===== src/design/line_edit_ring_buffer_macros.svh =====
// Assertion macros shared by the line edit ring buffer.
// Each macro expects clk_i and rst_ni in the scope where it is used.
`ifndef LINE_EDIT_RING_BUFFER_MACROS_SVH
`define LINE_EDIT_RING_BUFFER_MACROS_SVH

// Same-cycle implication.
`define LER_ASSERT_IMP(name, ante, cons) \
  name: assert property (@(posedge clk_i) disable iff (!rst_ni) (ante) |-> (cons)) \
    else $error("line_edit_ring_buffer: assertion failed");

// Next-cycle implication.
`define LER_ASSERT_NXT(name, ante, cons) \
  name: assert property (@(posedge clk_i) disable iff (!rst_ni) (ante) |=> (cons)) \
    else $error("line_edit_ring_buffer: assertion failed");

`endif


===== src/design/ler_pkg.sv =====
package ler_pkg;

  localparam int unsigned NUM_LINES_DEF = 8;
  localparam int unsigned LINE_LEN_DEF  = 128;
  localparam int unsigned MAX_READ_DEF  = 64;

  localparam logic [7:0] KEY_NEWLINE   = 8'd10;
  localparam logic [7:0] KEY_BACKSPACE = 8'd8;

  localparam logic REQ_KEY  = 1'b0;
  localparam logic REQ_READ = 1'b1;

  localparam int unsigned OUT_DEPTH = 2;
  localparam int unsigned OUT_CNT_W = $clog2(OUT_DEPTH + 1);
  localparam int unsigned OUT_PTR_W = $clog2(OUT_DEPTH);

  typedef struct packed {
    logic [7:0] data_byte;
    logic       byte_valid;
    logic       status;
    logic       line_done;
    logic       last;
  } result_t;

endpackage


===== src/design/ler_out_fifo.sv =====
module ler_out_fifo import ler_pkg::*; (
  input  logic                 clk_i,
  input  logic                 rst_ni,
  input  logic                 push_i,
  input  result_t              push_data_i,
  output logic [OUT_CNT_W-1:0] count_o,
  output logic                 out_valid_o,
  input  logic                 out_stall_i,
  output result_t              out_data_o
);

  result_t                mem_q [OUT_DEPTH];
  logic [OUT_PTR_W-1:0]   wptr_q, wptr_d;
  logic [OUT_PTR_W-1:0]   rptr_q, rptr_d;
  logic [OUT_CNT_W-1:0]   count_q, count_d;
  logic                   pop;

  assign out_valid_o = (count_q != '0);
  assign out_data_o  = mem_q[rptr_q];
  assign count_o     = count_q;
  assign pop         = out_valid_o && !out_stall_i;

  always_comb begin
    wptr_d  = wptr_q;
    rptr_d  = rptr_q;
    count_d = count_q;
    if (push_i) begin
      wptr_d = (wptr_q == OUT_PTR_W'(OUT_DEPTH - 1)) ? '0 : wptr_q + 1'b1;
    end
    if (pop) begin
      rptr_d = (rptr_q == OUT_PTR_W'(OUT_DEPTH - 1)) ? '0 : rptr_q + 1'b1;
    end
    if (push_i && !pop) begin
      count_d = count_q + 1'b1;
    end else if (pop && !push_i) begin
      count_d = count_q - 1'b1;
    end
  end

  always_ff @(posedge clk_i or negedge rst_ni) begin
    if (!rst_ni) begin
      wptr_q  <= '0;
      rptr_q  <= '0;
      count_q <= '0;
    end else begin
      wptr_q  <= wptr_d;
      rptr_q  <= rptr_d;
      count_q <= count_d;
    end
  end

  always_ff @(posedge clk_i) begin
    if (push_i) begin
      mem_q[wptr_q] <= push_data_i;
    end
  end

endmodule


===== config.mk =====
export PLATFORM = sky130hd
export DESIGN_NAME = ler_out_fifo
export DESIGN_NICKNAME = d
export VERILOG_FILES = /design/src/design/line_edit_ring_buffer_macros.svh /design/src/design/ler_pkg.sv /design/src/design/ler_out_fifo.sv
export SDC_FILE = /design/constraint.sdc
export NUM_CORES = 1
export LEC_CHECK = 0
export CORE_UTILIZATION = 45
export CTS_BUF_LIST = sky130_fd_sc_hd__clkbuf_2 sky130_fd_sc_hd__clkbuf_4 sky130_fd_sc_hd__clkbuf_8
export DETAILED_ROUTE_END_ITERATION = 7
export DONT_BUFFER_PORTS = 1
export GPL_TIMING_DRIVEN = 0
export PLACE_DENSITY = 0.69
export SETUP_SLACK_MARGIN = 0.02
export SLEW_MARGIN = 20
export SYNTH_ARGS = -nofsm -noshare
export SYNTH_HDL_FRONTEND = slang
export SYNTH_SLANG_ARGS = --single-unit
export TNS_END_PERCENT = 10

===== constraint.sdc =====
create_clock -name clk_i -period 1.78 [get_ports clk_i]
set_clock_uncertainty 0.15 [all_clocks]
set_input_delay 0 -clock clk_i [delete_from_list [all_inputs] [get_ports clk_i]]
set_output_delay 0 -clock clk_i [all_outputs]
set_load 0.01 [all_outputs]

==> metrics.csv <==
stage;metric;value;unit
timing;worst slew pin tran;0.644;ns
critical_path;reg-to-reg endpoint;count_o[1];
pwr;Pint;1.27;mW
clocking;Clock transition at path regs;0.14;ns
finish;commonest non-fill, non-tap cells in the layout;edfxtp_1, dlygate4sd3_1, mux2_4;
pwr;sw frac;30.1;%
timing;RSZ-0062 raised after global routing;no;
clocking;H-tree Lvls;1;
critical_path;CP max-delay cell;dfrtp_1;
drt;vias per cell;5.07;
pwr;Tot Pwr;1.82;mW
drt;routed len/inst;15.3;um
place;# port buffers;0;
clocking;Clk Latency, worst-skew pair;0.31;ns
global_route;first-pass GRT wire length;2.56;mm
global_route;vias in the first global route;551;
logic_synthesis;Avg Synthesized Cell Area;21.1;um2
critical_path;critical-path cell list;or2_4 > nand2b_4 > ha_1 > nor2_1 > xor2_1;
finish;Util after Layout;58.5;%
pwr;worst vdd ir;0.000911;V
finish;ratio of cells with drive above 1 in the final layout;26.4;%
place;DP Cell Count;80;
finish;Layout Nets;90;
drt;final wirelength;1.53;mm
finish;commonest non-fill, non-tap cell in the layout;edfxtp_1;
pwr;switching pwr;0.548;mW
drt;drt pass-1 iters;4;
floorplan;row count;17;
drt;Initial DRC Count;5;
timing;final worst path period share;90.6;%
pwr;clock share of power;13.6;%
critical_path;Largest stage delay, worst path;0.48;ns
critical_path;Worst Path Max Fanout;4;
timing;final setup fails;0;
timing;slew margin rel.;56.9;%
drt;Residual DRC;0;
global_route;GRT Util Overall;14.0;%
logic_synthesis;Synth Register Bits;28;
min_path;hold path start;push_i;
floorplan;Initial Util;48.6;%
finish;area growth from synthesis to layout;20.4;%
critical_path;CP endpoint kind;register;
global_route;antenna violations before repair;0;
place;hpwl dp;1.01;mm
floorplan;height of the die;51.4;um
timing;fin. max-slew vios;0;
finish;Layout fillers;199;
logic_synthesis;Netlist Area Pre-Place;1100;um2
pwr;total power divided by cell area;1380;nW/um2
place;dpl ws;-0.0512;ns
pwr;Comb pwr share;32.6;%
global_route;largest net degree at the start of global routing;16;
floorplan;Die Wd;51.4;um
timing;Max Freq;0.620;GHz
drt;vias post-DR;507;
timing;Fin Setup TNS;0;ns
logic_synthesis;Yosys warning count;0;
pwr;Reg power frac;53.8;%
floorplan;die area;2640;um2
min_path;HP Class;in -> reg;
outcome;status;finished, final reports clean;
logic_synthesis;post-synthesis sequential area ratio;74.9;%
clocking;clock buffer count from CTS;3;
timing;Hold Fails Final Rpt;0;
clocking;clock root cell;clkbuf_4;
clocking;CTS sink cnt;28;
finish;Ant. Diodes;0;
global_route;GRT overflow;0;
logic_synthesis;Distinct cells, synth;13;
critical_path;Setup crit start kind;register;
floorplan;Ports;31;
critical_path;CP arrival;1.71;ns
critical_path;CP required;1.88;ns
critical_path;flop2flop setup slack;0.17;ns
clocking;Max clock buf depth;2;
drt;ANT nets after route;0;
critical_path;Setup Crit Path Kind;reg -> reg;
logic_synthesis;Syn Nets;69;
timing;final worst slack;0.167;ns
floorplan;Core Area;2250;um2
logic_synthesis;Mapped Cells;52;
place;RePlAce Congestion;0.568;
clocking;CTS tree;done;
critical_path;Reg2Reg Depth;5;
critical_path;reg2reg start;count_o[0];
finish;post-route non-filler standard cell count;100;
critical_path;Worst Setup SP;count_o[0];
run;max-cap viol count;0;
timing;min Tclk post-route;1.61;ns
min_path;WHS Endpoint;mem_q[1][4];
pwr;static leakage;0.492;nW
min_path;Hold Crit Depth;1;
-- what timing repair did --
item	CTS	global route
endpoints found under the setup margin	12	0
hold buffers	16	0
hold endpoints to repair	44	0
gates resized for setup	1	0
buffers inserted	0	0
-- cell families after synthesis --
group	synth area share [%]
adder cells (fa/ha/maj)	1.14
XOR/XNOR	4.00
buffers and inverters	1.03
flip-flops	74.9
AND/OR/NAND/NOR	3.54
multiplexers	15.4
-- power by group through the flow --
stage | Sequential (mW) | Combinational, mW | Clock [mW]
6_report | 0.979 | 0.593 | 0.248
3_3_place_gp | 0.989 | 0.561 | 0
4_1_cts | 0.983 | 0.606 | 0.260
5_1_grt | 1.00 | 0.639 | 0.292
3_5_place_dp | 0.997 | 0.568 | 0
2_1_floorplan | 0.974 | 0.500 | 0
-- flip-flops by register name (all words and copies together) (netlist names) --
| name | flops |
|---|---|
| rptr_q | 1 |
| count_o | 2 |
| wptr_q | 1 |
| mem_q | 24 |
-- worst max-delay path by stage --
stage | to | slack (ns) | depth (start not counted)
floorplan | count_o[1] | 0.24 | 6
global placement | mem_q[0][4] | -0.06 | 1
detailed placement | mem_q[0][10] | -0.05 | 1
CTS | count_o[1] | 0.15 | 5
global route | count_o[1] | 0.07 | 5
finish | count_o[1] | 0.17 | 5
-- critical path: cells and delay by family, from the launching register on --
family | cells | cell delay [ns]
fa+ha+maj | 1 | 0.24
simple gates | 3 | 0.53
flops | 1 | 0.48
xor+xnor | 1 | 0.15
-- per-layer routing --
layer,vias to the layer above,global-route usage [%],part of all wire [%]
met3,2,3.57,5.0
li1,234,-,-
met1,254,15.2,40
met2,17,25.0,54
met5,-,0,0
met4,0,6.76,0.92
-- synth_stat cells, drive strengths merged --
library cell	count	area (um2)
edfxtp	24	721
xor2	3	26.3
mux2	12	169
dfrtp	4	100
ha	1	12.5
xnor2	2	17.5
nor2	1	3.75
or2	1	8.76
nand2b	1	13.8
nor2b	1	6.26
buf	1	11.3
and2	1	6.26
-- per-stage QoR --
| step | hold slack [ns] | cell area (um2) |
|---|---|---|
| floorplan | -0.446 | 1100 |
| global placement | -0.445 | 1130 |
| detailed placement | -0.445 | 1130 |
| CTS | 0.109 | 1320 |
| global route | 0.0975 | 1320 |
| finish | 0.0899 | 1320 |
-- area by class of cell --
cell class	instances	area [um2]	area share [%]
Buffer	1	11.3	0.853
Clock buffer	3	22.5	1.71
Clock inverter	1	3.75	0.284
Multi-Input combinational cell	23	267	20.2
Sequential cell	28	821	62.2
Tap cell	28	35.0	2.65
Timing Repair Buffer	16	160	12.1
Note: power is estimated with default switching activity, not from simulation.
